--- src/hdl/tls_pkg.sv ---
`timescale 1ns / 1ps
// ----------------------------------------------------------------------------
// Traffic light sequencer package
// Shared types, register indexes, lamp codes and timing constants.
// ----------------------------------------------------------------------------
package tls_pkg;

  localparam int unsigned TIME_W      = 32;
  localparam int unsigned DUR_W       = 16;
  localparam int unsigned PRESS_W     = 8;
  localparam int unsigned CFG_INDEX_W = 1;
  localparam int unsigned CFG_DATA_W  = 16;

  // Number of consecutive low button samples that count as one press.
  localparam logic [PRESS_W-1:0] DEBOUNCE_PASSES = 8'd200;

  // Blink half period is the shared phase duration divided by 2**BLINK_SHIFT
  // (divide by 8).
  localparam int unsigned BLINK_SHIFT = 3;

  localparam logic [DUR_W-1:0] RED_MS_RESET   = 16'd4000;
  localparam logic [DUR_W-1:0] PHASE_MS_RESET = 16'd1000;

  // Configuration register indexes.
  localparam logic [CFG_INDEX_W-1:0] REG_RED_MS   = 1'b0;
  localparam logic [CFG_INDEX_W-1:0] REG_PHASE_MS = 1'b1;

  // Lamp drive vector: {red, yellow, green}.
  localparam logic [2:0] LAMP_OFF    = 3'b000;
  localparam logic [2:0] LAMP_RED    = 3'b100;
  localparam logic [2:0] LAMP_YELLOW = 3'b010;
  localparam logic [2:0] LAMP_GREEN  = 3'b001;

  // Phase codes as seen on the result channel.
  localparam logic [1:0] CODE_RED    = 2'd0;
  localparam logic [1:0] CODE_GREEN  = 2'd1;
  localparam logic [1:0] CODE_BLINK  = 2'd2;
  localparam logic [1:0] CODE_YELLOW = 2'd3;

  typedef enum logic [3:0] {
    PH_RED    = 4'b0001,
    PH_GREEN  = 4'b0010,
    PH_BLINK  = 4'b0100,
    PH_YELLOW = 4'b1000
  } phase_t;

  typedef struct packed {
    logic button_level;
    logic tick;
  } item_t;

  typedef struct packed {
    logic       red_lamp;
    logic       yellow_lamp;
    logic       green_lamp;
    logic [1:0] phase;
  } result_t;

  typedef struct packed {
    logic [DUR_W-1:0] red_ms;
    logic [DUR_W-1:0] phase_ms;
  } cfg_t;

  function automatic logic [1:0] phase_code(input phase_t ph);
    logic [1:0] code;
    case (ph)
      PH_RED:    code = CODE_RED;
      PH_GREEN:  code = CODE_GREEN;
      PH_BLINK:  code = CODE_BLINK;
      PH_YELLOW: code = CODE_YELLOW;
      default:   code = CODE_RED;
    endcase
    return code;
  endfunction

endpackage

--- src/hdl/tls_cfg_regs.sv ---
`timescale 1ns / 1ps
// ----------------------------------------------------------------------------
// Traffic light configuration registers
// Holds the red and other phase durations, written through a plain port.
// ----------------------------------------------------------------------------
module tls_cfg_regs (
  input  logic                             clk,
  input  logic                             rst,
  input  logic                             cfg_we,
  input  logic [tls_pkg::CFG_INDEX_W-1:0]  cfg_index,
  input  logic [tls_pkg::CFG_DATA_W-1:0]   cfg_data,
  output tls_pkg::cfg_t                    cfg
);

  always_ff @(posedge clk) begin
    if (rst) begin
      cfg.red_ms   <= tls_pkg::RED_MS_RESET;
      cfg.phase_ms <= tls_pkg::PHASE_MS_RESET;
    end else if (cfg_we) begin
      case (cfg_index)
        tls_pkg::REG_RED_MS:   cfg.red_ms   <= cfg_data;
        tls_pkg::REG_PHASE_MS: cfg.phase_ms <= cfg_data;
        default: ;
      endcase
    end
  end

endmodule

--- src/hdl/tls_core.sv ---
`timescale 1ns / 1ps
// ----------------------------------------------------------------------------
// Traffic light sequencer core
// Phase state, millisecond clock and debounce, advanced once per step.
// ----------------------------------------------------------------------------
module tls_core (
  input  logic              clk,
  input  logic              rst,
  input  logic              step,
  input  tls_pkg::item_t    item,
  input  tls_pkg::cfg_t     cfg,
  output tls_pkg::result_t  result_next
);

  tls_pkg::phase_t                   phase, phase_next;
  logic                              phase_entered, phase_entered_next;
  logic [tls_pkg::TIME_W-1:0]        now_ms, now_ms_next;
  logic [tls_pkg::TIME_W-1:0]        phase_start, phase_start_next;
  logic [tls_pkg::TIME_W-1:0]        phase_deadline, phase_deadline_next;
  logic [tls_pkg::TIME_W-1:0]        blink_last, blink_last_next;
  logic [tls_pkg::DUR_W-1:0]         red_duration, red_duration_next;
  logic                              shorten_request, shorten_request_next;
  logic [tls_pkg::PRESS_W-1:0]       press_count, press_count_next;
  logic [2:0]                        lamp, lamp_next;

  logic [tls_pkg::PRESS_W-1:0]       press_inc;
  logic                              press_hit;
  logic [tls_pkg::DUR_W-1:0]         red_dur_db;
  logic                              shorten_db;
  logic                              due;
  logic                              blink_due;
  logic [tls_pkg::TIME_W-1:0]        start_base;
  logic [tls_pkg::DUR_W-1:0]         dur_sel;
  logic [tls_pkg::TIME_W-1:0]        deadline_sum;
  logic [tls_pkg::TIME_W-1:0]        blink_span;
  logic [tls_pkg::DUR_W-1:0]         blink_period;

  // Millisecond clock first, then debounce, then the phase step.
  assign now_ms_next = now_ms + tls_pkg::TIME_W'(item.tick);

  assign press_inc  = item.button_level ? '0 : press_count + 1'b1;
  assign press_hit  = (press_inc >= tls_pkg::DEBOUNCE_PASSES);
  assign press_count_next = press_hit ? '0 : press_inc;
  assign red_dur_db = press_hit ? cfg.phase_ms : red_duration;
  assign shorten_db = press_hit | shorten_request;

  // One adder serves both a fresh entry and a shortened red.
  assign start_base   = phase_entered ? phase_start : now_ms_next;
  assign dur_sel      = (phase == tls_pkg::PH_RED) ? red_dur_db : cfg.phase_ms;
  assign deadline_sum = start_base + tls_pkg::TIME_W'(dur_sel);

  assign due          = (now_ms_next >= phase_deadline);
  assign blink_period = cfg.phase_ms >> tls_pkg::BLINK_SHIFT;
  assign blink_span   = now_ms_next - blink_last;
  assign blink_due    = (blink_span >= tls_pkg::TIME_W'(blink_period));

  always_comb begin
    phase_next           = phase;
    phase_entered_next   = phase_entered;
    phase_start_next     = phase_start;
    phase_deadline_next  = phase_deadline;
    blink_last_next      = blink_last;
    red_duration_next    = red_dur_db;
    shorten_request_next = shorten_db;
    lamp_next            = lamp;
    case (phase)
      tls_pkg::PH_RED: begin
        if (phase_entered) begin
          if (due) begin
            phase_next         = tls_pkg::PH_GREEN;
            phase_entered_next = 1'b0;
          end
          // A press during red shortens it; the deadline test above used the old value.
          if (shorten_db) begin
            shorten_request_next = 1'b0;
            phase_deadline_next  = deadline_sum;
            red_duration_next    = cfg.red_ms;
          end
        end else begin
          lamp_next            = tls_pkg::LAMP_RED;
          phase_start_next     = now_ms_next;
          phase_deadline_next  = deadline_sum;
          phase_entered_next   = 1'b1;
          shorten_request_next = 1'b0;
          red_duration_next    = cfg.red_ms;
        end
      end
      tls_pkg::PH_GREEN: begin
        if (phase_entered) begin
          if (due) begin
            phase_next         = tls_pkg::PH_BLINK;
            phase_entered_next = 1'b0;
          end
        end else begin
          lamp_next           = tls_pkg::LAMP_GREEN;
          phase_start_next    = now_ms_next;
          phase_deadline_next = deadline_sum;
          phase_entered_next  = 1'b1;
        end
      end
      tls_pkg::PH_BLINK: begin
        if (phase_entered) begin
          if (due) begin
            phase_next         = tls_pkg::PH_YELLOW;
            phase_entered_next = 1'b0;
          end
          if (blink_due) begin
            blink_last_next = now_ms_next;
            lamp_next       = lamp ^ tls_pkg::LAMP_GREEN;
          end
        end else begin
          lamp_next           = tls_pkg::LAMP_GREEN;
          phase_start_next    = now_ms_next;
          phase_deadline_next = deadline_sum;
          phase_entered_next  = 1'b1;
          blink_last_next     = now_ms_next;
        end
      end
      default: begin
        if (phase_entered) begin
          if (due) begin
            phase_next         = tls_pkg::PH_RED;
            phase_entered_next = 1'b0;
          end
        end else begin
          lamp_next           = tls_pkg::LAMP_YELLOW;
          phase_start_next    = now_ms_next;
          phase_deadline_next = deadline_sum;
          phase_entered_next  = 1'b1;
        end
      end
    endcase
  end

  assign result_next.red_lamp    = lamp_next[2];
  assign result_next.yellow_lamp = lamp_next[1];
  assign result_next.green_lamp  = lamp_next[0];
  assign result_next.phase       = tls_pkg::phase_code(phase_next);

  always_ff @(posedge clk) begin
    if (rst) begin
      phase           <= tls_pkg::PH_RED;
      phase_entered   <= 1'b0;
      now_ms          <= '0;
      phase_start     <= '0;
      phase_deadline  <= '0;
      blink_last      <= '0;
      red_duration    <= tls_pkg::RED_MS_RESET;
      shorten_request <= 1'b0;
      press_count     <= '0;
      lamp            <= tls_pkg::LAMP_OFF;
    end else if (step) begin
      phase           <= phase_next;
      phase_entered   <= phase_entered_next;
      now_ms          <= now_ms_next;
      phase_start     <= phase_start_next;
      phase_deadline  <= phase_deadline_next;
      blink_last      <= blink_last_next;
      red_duration    <= red_duration_next;
      shorten_request <= shorten_request_next;
      press_count     <= press_count_next;
      lamp            <= lamp_next;
    end
  end

  // At most one lamp is ever driven.
  a_lamp_onehot0: assert property (@(posedge clk) disable iff (rst)
    $onehot0(lamp))
    else $error("more than one lamp driven");

  // Once red has been entered, only the red lamp is lit.
  a_red_lamp: assert property (@(posedge clk) disable iff (rst)
    (phase == tls_pkg::PH_RED && phase_entered) |-> (lamp == tls_pkg::LAMP_RED))
    else $error("red phase without red lamp");

  // The debounce counter is always cleared before it reaches the threshold.
  a_press_bound: assert property (@(posedge clk) disable iff (rst)
    press_count < tls_pkg::DEBOUNCE_PASSES)
    else $error("debounce counter out of range");

  // The millisecond clock only moves on a step, and then by at most one.
  a_clock_hold: assert property (@(posedge clk) disable iff (rst)
    !step |=> $stable(now_ms))
    else $error("clock advanced without a step");

endmodule

--- src/hdl/traffic_light_sequencer.sv ---
`timescale 1ns / 1ps
// ----------------------------------------------------------------------------
// Traffic light sequencer
// Steps a red, green, blinking green, yellow cycle once per control pass,
// with a debounced button that shortens the red phase.
// ----------------------------------------------------------------------------
//
//   Channel   Handshake                   Payload          Direction
//   -------   -------------------------   --------------   ---------
//   item      item_valid / item_ready     item (item_t)    in
//   result    result_valid / result_ready result(result_t) out
//   config    cfg_we (no wait)            cfg_index/data   in
//
// One transaction on the item channel is one control pass and yields exactly
// one result transaction. The block sustains one item per clock cycle while
// the result channel is not stalled; an accepted item passes through the input
// register and then the result register, with the phase step in between.
// The synchronous reset restores the register defaults (red 4000 ms, other
// 1000 ms) and puts the sequencer in red, not yet entered, with all lamps off.
// When the result is stalled, the input register still takes one more item,
// and item_ready drops only once both registers are full.
// ----------------------------------------------------------------------------
module traffic_light_sequencer (
  input  logic                             clk,
  input  logic                             rst,
  input  logic                             item_valid,
  output logic                             item_ready,
  input  tls_pkg::item_t                   item,
  output logic                             result_valid,
  input  logic                             result_ready,
  output tls_pkg::result_t                 result,
  input  logic                             cfg_we,
  input  logic [tls_pkg::CFG_INDEX_W-1:0]  cfg_index,
  input  logic [tls_pkg::CFG_DATA_W-1:0]   cfg_data
);

  tls_pkg::cfg_t     cfg;
  tls_pkg::item_t    item_q;
  logic              item_full;
  logic              step;
  tls_pkg::result_t  result_next;

  // The step runs whenever a held item exists and the result register can
  // take its outcome in the same edge.
  assign step       = item_full && (!result_valid || result_ready);
  assign item_ready = !item_full || step;

  tls_cfg_regs u_cfg (
    .clk       (clk),
    .rst       (rst),
    .cfg_we    (cfg_we),
    .cfg_index (cfg_index),
    .cfg_data  (cfg_data),
    .cfg       (cfg)
  );

  tls_core u_core (
    .clk         (clk),
    .rst         (rst),
    .step        (step),
    .item        (item_q),
    .cfg         (cfg),
    .result_next (result_next)
  );

  // Input register.
  always_ff @(posedge clk) begin
    if (rst) begin
      item_full <= 1'b0;
    end else if (item_valid && item_ready) begin
      item_full <= 1'b1;
    end else if (step) begin
      item_full <= 1'b0;
    end
  end

  always_ff @(posedge clk) begin
    if (item_valid && item_ready) begin
      item_q <= item;
    end
  end

  // Result register.
  always_ff @(posedge clk) begin
    if (rst) begin
      result_valid <= 1'b0;
    end else if (step) begin
      result_valid <= 1'b1;
    end else if (result_ready) begin
      result_valid <= 1'b0;
    end
  end

  always_ff @(posedge clk) begin
    if (step) begin
      result <= result_next;
    end
  end

  // A step never overwrites a result that is still waiting.
  a_no_overwrite: assert property (@(posedge clk) disable iff (rst)
    (result_valid && !result_ready) |-> !step)
    else $error("result overwritten while stalled");

  // Every step is followed by a valid result.
  a_step_result: assert property (@(posedge clk) disable iff (rst)
    step |=> result_valid)
    else $error("step produced no result");

  // An accepted item is held in the input register on the next cycle.
  a_accept_held: assert property (@(posedge clk) disable iff (rst)
    (item_valid && item_ready) |=> item_full)
    else $error("accepted item lost");

endmodule

--- config.mk ---
export PLATFORM = sky130hd
export DESIGN_NAME = traffic_light_sequencer
export DESIGN_NICKNAME = d
export VERILOG_FILES = /design/src/hdl/tls_pkg.sv /design/src/hdl/tls_cfg_regs.sv /design/src/hdl/tls_core.sv /design/src/hdl/traffic_light_sequencer.sv
export SDC_FILE = /design/constraint.sdc
export NUM_CORES = 1
export LEC_CHECK = 0
export ABC_AREA = 1
export BUFFER_PORTS_ARGS = -buffer_cell sky130_fd_sc_hd__buf_4
export CORE_MARGIN = 2
export CORE_UTILIZATION = 55
export CTS_CLUSTER_DIAMETER = 150
export DETAILED_ROUTE_END_ITERATION = 8
export PLACE_DENSITY = 0.71
export SYNTH_ARGS = -nofsm -noshare
export SYNTH_HDL_FRONTEND = slang
export SYNTH_HIERARCHICAL = 1
export SYNTH_SLANG_ARGS = --single-unit
--- constraint.sdc ---
create_clock -name clk -period 4.9 [get_ports clk]
set_input_delay 0.245 -clock clk [delete_from_list [all_inputs] [get_ports clk]]
set_output_delay 0.245 -clock clk [all_outputs]
set_load 0.005 [all_outputs]
### After elaboration in Yosys (flattened, before gate mapping)

Index checks and enable logic that the tools add are counted.

| cells by class | value |
|---|---|
| add/sub/neg operators | 4 |
| $lt $le $gt $ge | 3 |
| equal/unequal tests | 9 |
| mux-type cells | 37 |
| bitwise operators | 3 |
| reductions and logical operators | 12 |

Operators by type and width:

| operator | number |
|---|---|
| two-way mux 32 bit | 7 |
| two-way mux 16 bit | 5 |
| adder 32 x 1 -> 32 bit | 1 |
| adder 32 x 16 -> 32 bit | 1 |
| greater-or-equal comparator 32 x 13 -> 1 bit | 1 |
| greater-or-equal comparator 32 bit | 1 |
| two-way mux 4 bit | 8 |
| subtractor 32 bit | 1 |
| two-way mux 8 bit | 2 |
| two-way mux 3 bit | 4 |
| one-hot mux 4 bit (3 select lines) | 1 |
| one-hot mux 3 bit (3 select lines) | 1 |
| adder 8 x 1 -> 8 bit, second input constant | 1 |
| == test 4 x 2 -> 1 bit, second input constant | 2 |
| == test 4 x 3 -> 1 bit, second input constant | 2 |
| greater-or-equal comparator 8 bit, second input constant | 1 |
| two-way mux 1 bit | 8 |
| != test 2 bit, second input constant | 3 |
| one-hot mux 2 bit (3 select lines) | 1 |
| AND reduction 3 bit | 2 |
| == test 4 x 1 -> 1 bit, second input constant | 1 |
| == test 4 bit, second input constant | 1 |
| AND reduction 2 bit | 2 |
| nonzero test 2 bit | 2 |
| other kinds (5) | 9 |

| storage, ports and cells | value |
|---|---|
| register bits | 202 |
| output and inout bits | 7 |
| word-level logic and storage cells | 88 |

### Logic depth before layout (Yosys ltp)

| logic depth | value |
|---|---|
| depth in word-level cells | 9 |
| mapped depth | 33 |
| depth with buffers taken out | 33 |

### By module

Netlist, hierarchy kept.

Modules (own cells, without submodules):

| module | times used | cells each | area an instance (um^2) |
|---|---|---|---|
| tls_core | 1 | 2111 | 12697.2 |
| tls_cfg_regs | 1 | 163 | 1272.5 |
| traffic_light_sequencer | 1 | 19 | 301.5 |

### Worst setup path before layout

No wires, ideal clock.

| path | value |
|---|---|
| kind | flip-flop to flip-flop |
| start | reg u_core/press_count[0] (netlist bit) |
| end | reg u_core/phase_deadline[30] (netlist bit) |
| setup time | 109 ps |
| arrival time | 3884 ps |
| required time | 4791 ps |
| slack | 907 ps |
| stages on the path, launching flop included | 30 |
| buffers on the path | 1 |
| period minus slack after synthesis | 3993 ps |
| path through | dfxtp_1 > ha_1 > nand2_1 > inv_1 > nand2_1 > nor2_1 > nand2_1 > o21ai_0 > a21oi_1 > nand3_1 > clkbuf_1 > o21ai_0 > o21ai_0 > ha_1 > inv_1 > fa_1 > o211ai_1 > a31oi_1 > o21ai_0 > inv_1 > nor2_1 > nor2_1 > nor2_1 > nand2_1 > nor2_2 > nand2_1 > nand2_1 > nand3_1 > nand2_1 > inv_1 |

| on the way | value |
|---|---|
| longest elaborated chain between the ends | 9 |
| elaborated cells between the ends (all ways) | 13 |

Ends and longest elaborated chain:

| element | line | RTL |
|---|---|---|
| start, declared | tls_core.sv:23 | `logic [tls_pkg::PRESS_W-1:0] press_count, press_count_next;` |
| start signal, assigned | tls_core.sv:161 | `press_count <= press_count_next;` |
| adder 8 x 1 -> 8 bit * | tls_core.sv:41 | `assign press_inc = item.button_level ? '0 : press_count + 1'b1;` |
| two-way mux 8 bit * | tls_core.sv:41 |  |
| greater-or-equal comparator 8 bit * | tls_core.sv:42 | `assign press_hit = (press_inc >= tls_pkg::DEBOUNCE_PASSES);` |
| two-way mux 16 bit | tls_core.sv:44 | `assign red_dur_db = press_hit ? cfg.phase_ms : red_duration;` |
| two-way mux 16 bit | tls_core.sv:49 | `assign dur_sel = (phase == tls_pkg::PH_RED) ? red_dur_db : cfg.phase_ms;` |
| adder 32 x 16 -> 32 bit | tls_core.sv:50 | `assign deadline_sum = start_base + tls_pkg::TIME_W'(dur_sel);` |
| two-way mux 32 bit | tls_core.sv:74 | `if (shorten_db) begin` |
| two-way mux 32 bit | tls_core.sv:68 | `if (phase_entered) begin` |
| two-way mux 32 bit | -- |  |
| end signal, assigned | tls_core.sv:157 | `phase_deadline <= phase_deadline_next;` |
| end, declared | tls_core.sv:19 | `logic [tls_pkg::TIME_W-1:0] phase_deadline, phase_deadline_next;` |

Mark *: on every way between the ends. The rest lies on a longest branch, timed or not. The select of a mux whose other input is x is not followed.
A chain may end at the register's enable or synchronous reset.

### Final worst setup path

| path | value |
|---|---|
| start | reg item_q[0] (netlist bit) |
| end | reg u_core/blink_last[7] (netlist bit) |

| on the way | value |
|---|---|
| longest elaborated chain between the ends | 5 |
| elaborated cells between the ends (all ways) | 7 |

Ends and longest elaborated chain:

| element | line | RTL |
|---|---|---|
| start, declared | traffic_light_sequencer.sv:38 | `tls_pkg::item_t item_q;` |
| start signal, assigned | traffic_light_sequencer.sv:79 | `item_q <= item;` |
| adder 32 x 1 -> 32 bit | tls_core.sv:39 | `assign now_ms_next = now_ms + tls_pkg::TIME_W'(item.tick);` |
| net u_core.now_ms_next (one bit) | tls_core.sv:17 | `logic [tls_pkg::TIME_W-1:0] now_ms, now_ms_next;` |
| subtractor 32 bit | tls_core.sv:54 | `assign blink_span = now_ms_next - blink_last;` |
| greater-or-equal comparator 32 x 13 -> 1 bit | tls_core.sv:55 | `assign blink_due = (blink_span >= tls_pkg::TIME_W'(blink_period));` |
| != test 2 bit (no line) | -- |  |
| AND reduction 3 bit (no line) | -- |  |
| end signal, assigned | tls_core.sv:158 | `blink_last <= blink_last_next;` |
| end, declared | tls_core.sv:20 | `logic [tls_pkg::TIME_W-1:0] blink_last, blink_last_next;` |

The timed path passes the listed nets, and every way through them passes these cells. The select of a mux whose other input is x is not followed.

==> results.ini <==
[route]
ant_nets=0
wl_mm=39.5
drc=0
num_vias=14200
dr.pass1.iters=8
wl_per_cell_um=14.8
drtIter0Drc=1157
via_per_inst=5.32

[critical_path]
worst_setup_path_start_kind=flop
slowest_stage=edfxtp_1
required_ns=5.32
path_buf_inv=3
cp_data_arrival_time_ns=4.95
end_kind=flop
path_delay_family=simple AND/OR/NAND/NOR gates
worst_path_largest_cell_delay_ns=0.36
worst-setup-path-type=reg -> reg
cp_common_cell=nand2_1
cp_max_fo=29

[power_and_ir_drop]
p_switching_uw=1760
leakagePower_uw=0.00805
pwr-share-clk_pct=35.8
intPower_uw=3340
switching_share_pct=34.5
pwr-share-seq_pct=35.8
powerDensity_nw_per_um2=322
p_comb_share_pct=28.4
irDropWorstVdd_mv=0.301

[synth]
synth-async-reset-ratio_pct=0
synthXorXnorAreaFrac_pct=3.55
synth-seq-area-share_pct=28.8
ys_warn_count=6
synth_seq_cells=202
synth_cells=2293
synth_top_family_by_area=simple AND/OR/NAND/NOR gates
syn_nets=2415
synthDistinctLibCells=51
syn_area_um2=14300
synthFlopType=dfxtp_1
synthMuxAreaShare_pct=0
synth_adder_area_share_pct=8.70
yosys.area_share.simple_pct=31.0
avgSynthCellArea_um2=6.22
synth_edf_count=7
synth-compound-area-share_pct=15.3

[clock_tree]
cts_made_buffers=23
clock_latency_ns=0.54
path_clk_slew_ns=0.07
clock-sinks=202
cts.path.max_buffers=3
root_buffer=clkbuf_16
cts_tree=done
h-tree-depth=1

[grt]
grtUsageTotal_pct=29.2
gr-total-overflow=0
use_met2_pct=50.9
busiest_layer=met2
use_met1_pct=37.8
grt_max_degree=99
antenna_found_initial=0
grt_use_met3_pct=3.20
grt_pass1_wl_mm=64.2
grt_pass1_vias=12900

[sta]
hold_viol=0
maxSlewViolCount=0
finalSetupViolCount=0
setup_tns_ns=0
fin_crit_ns=4.53
worst_slack_ns=0.368
finalClockSkew_ns=0.0308
fmax_mhz=221
finalHoldWorstSlack_ns=0.0148
rsz0062_at_grt=yes
relSlewSlack_pct=32.2
worstMarginPinSlew_ns=1.02
fin_crit_sh_pct=92.5

[floorplanning]
die-height_um=165
core-area_um2=25300
die_area_um2=27300
initial_core_util_pct=56.3
rows=58
die_x_um=165
ios=31

[finish]
area_growth_pct=10.9
final_util_pct=62.5
final_nets=2439
fillers=2435
diodes=0
final_area_um2=15800
final_layout_size_suffix_gt1_share_pct=6.64

[job]
maxCapViolations=0

[placement]
hpwl_mm=29.3
gp_congestion=0.965
placed_area_um2=14800
place_worst_setup_slack_ns=0.192
placement.io_buffers=30

[min_path]
hold_class=in -> reg

[outcome]
status=finished, final reports clean

[final timing paths]
check / startpoint / slack, ns / to / cells past startpoint
max: item_q[0]$_DFFE_PP_ / 0.37 / u_core/blink_last[7]$_SDFFE_PP0P_ / 31
min: cfg_data[12] / 0.01 / u_cfg/cfg[12]$_SDFFE_PP0P_ / 3
max reg2reg: item_q[0]$_DFFE_PP_ / 0.37 / u_core/blink_last[7]$_SDFFE_PP0P_ / 31
min reg2reg: u_core/red_duration[13]$_SDFFE_PP0P_ / 0.46 / u_core/red_duration[13]$_SDFFE_PP0P_ / 2
[kinds of logic (layout without fill, tap and decap cells)]
family / after synthesis / in the layout
xor+xnor: 57 / 57
fa+ha+maj: 98 / 98
flops: 202 / 202
buf+inv: 455 / 496
simple gates: 1064 / 1064
compound gates: 417 / 417
[Yosys cell counts, types with 4 or more instances]
cell	count	area, µm²
nand2_1	603	2260
inv_1	373	1400
nor2_1	270	1010
dfxtp_1	195	3900
a21oi_1	190	951
o21ai_0	183	916
nand3_1	101	505
ha_1	96	1200
clkbuf_1	54	203
xor2_1	45	394
o211ai_1	23	173
nand4_1	22	138
nor3_1	13	65.1
xnor2_1	11	96.3
nor2_2	10	62.6
nand2_2	8	50.1
nand3b_1	8	60.1
buf_1	7	26.3
edfxtp_1	7	210
nand3_2	6	60.1
o21ai_1	6	30.0
or2_2	6	37.5
buf_2	5	25.0
o21bai_1	5	37.5
nor2_4	4	45.0
[flip-flops by register name, summed over array words and instances (netlist names)]
name,flops
item_q,2
u_cfg/cfg,32
u_core/red_duration,16
u_core/lamp,3
item_full,1
u_core/phase_entered,1
u_core/shorten_request,1
u_core/phase,4
result,5
u_core/press_count,8
u_core/phase_deadline,32
u_core/now_ms,32
u_core/phase_start,32
u_core/blink_last,32
result_valid,1
[worst reg2reg max path, delay by kind of cell, from the launching register on]
kind	cells	cell delay, ns
flip-flops	1	0.36
adder cells (fa/ha/maj)	4	1.00
AND/OR/NAND/NOR	21	1.99
XOR/XNOR	2	0.46
AO/OA/AOI/OAI	1	0.14
buffers and inverters	3	0.47
[per-layer routing]
| layer | vias to the layer above | wire length [µm] |
|---|---|---|
| met5 | - | 0 |
| met4 | 0 | 1320 |
| met3 | 77 | 2150 |
| met2 | 380 | 18500 |
| met1 | 6416 | 17500 |
| li1 | 7300 | - |
[layout make-up]
cell class / instances / area, µm² / share of cell area (%)
tap: 330 / 413 / 2.61
timing repair buffer: 76 / 657 / 4.15
clock inverter: 12 / 158 / 0.997
clock buffer: 30 / 642 / 4.06
inverter: 378 / 1420 / 9.00
sequential: 202 / 4120 / 26.0
multi-input combinational: 1636 / 8410 / 53.2
[power groups by stage]
stage | Clock (µW) | Sequential (µW) | Combinational [µW]
floorplan | 0 | 1830 | 1060
global placement | 0 | 1850 | 1380
detailed placement | 0 | 1860 | 1400
CTS | 1850 | 1820 | 1420
global route | 1920 | 1840 | 1640
finish | 1830 | 1820 | 1450
[layout by cell type (no fill, tap or decap), drive strengths merged, types with 31 or more instances in the layout]
cell,synthesis,layout
a21oi,191,191
buf,20,57
clkbuf,57,31
dfxtp,195,195
ha,96,96
inv,377,379
nand2,612,612
nand3,109,109
nor2,284,284
o21ai,191,191
xor2,45,45
[what timing repair did]
action / 4_1_cts / 5_1_grt
buffers inserted: 0 / 1
endpoints found under the setup margin: 0 / 36
resized for setup: 0 / 12
hold buffers: 18 / 0
hold endpoints to repair: 23 / 0
[per-stage QoR]
step	power [µW]	instances
2_1_floorplan	2890	2293
3_3_place_gp	3230	2602
3_5_place_dp	3260	2602
4_1_cts	5100	2662
5_1_grt	5400	2664
6_report	5100	2664
No activity file was read; power rests on OpenSTA's default activity.
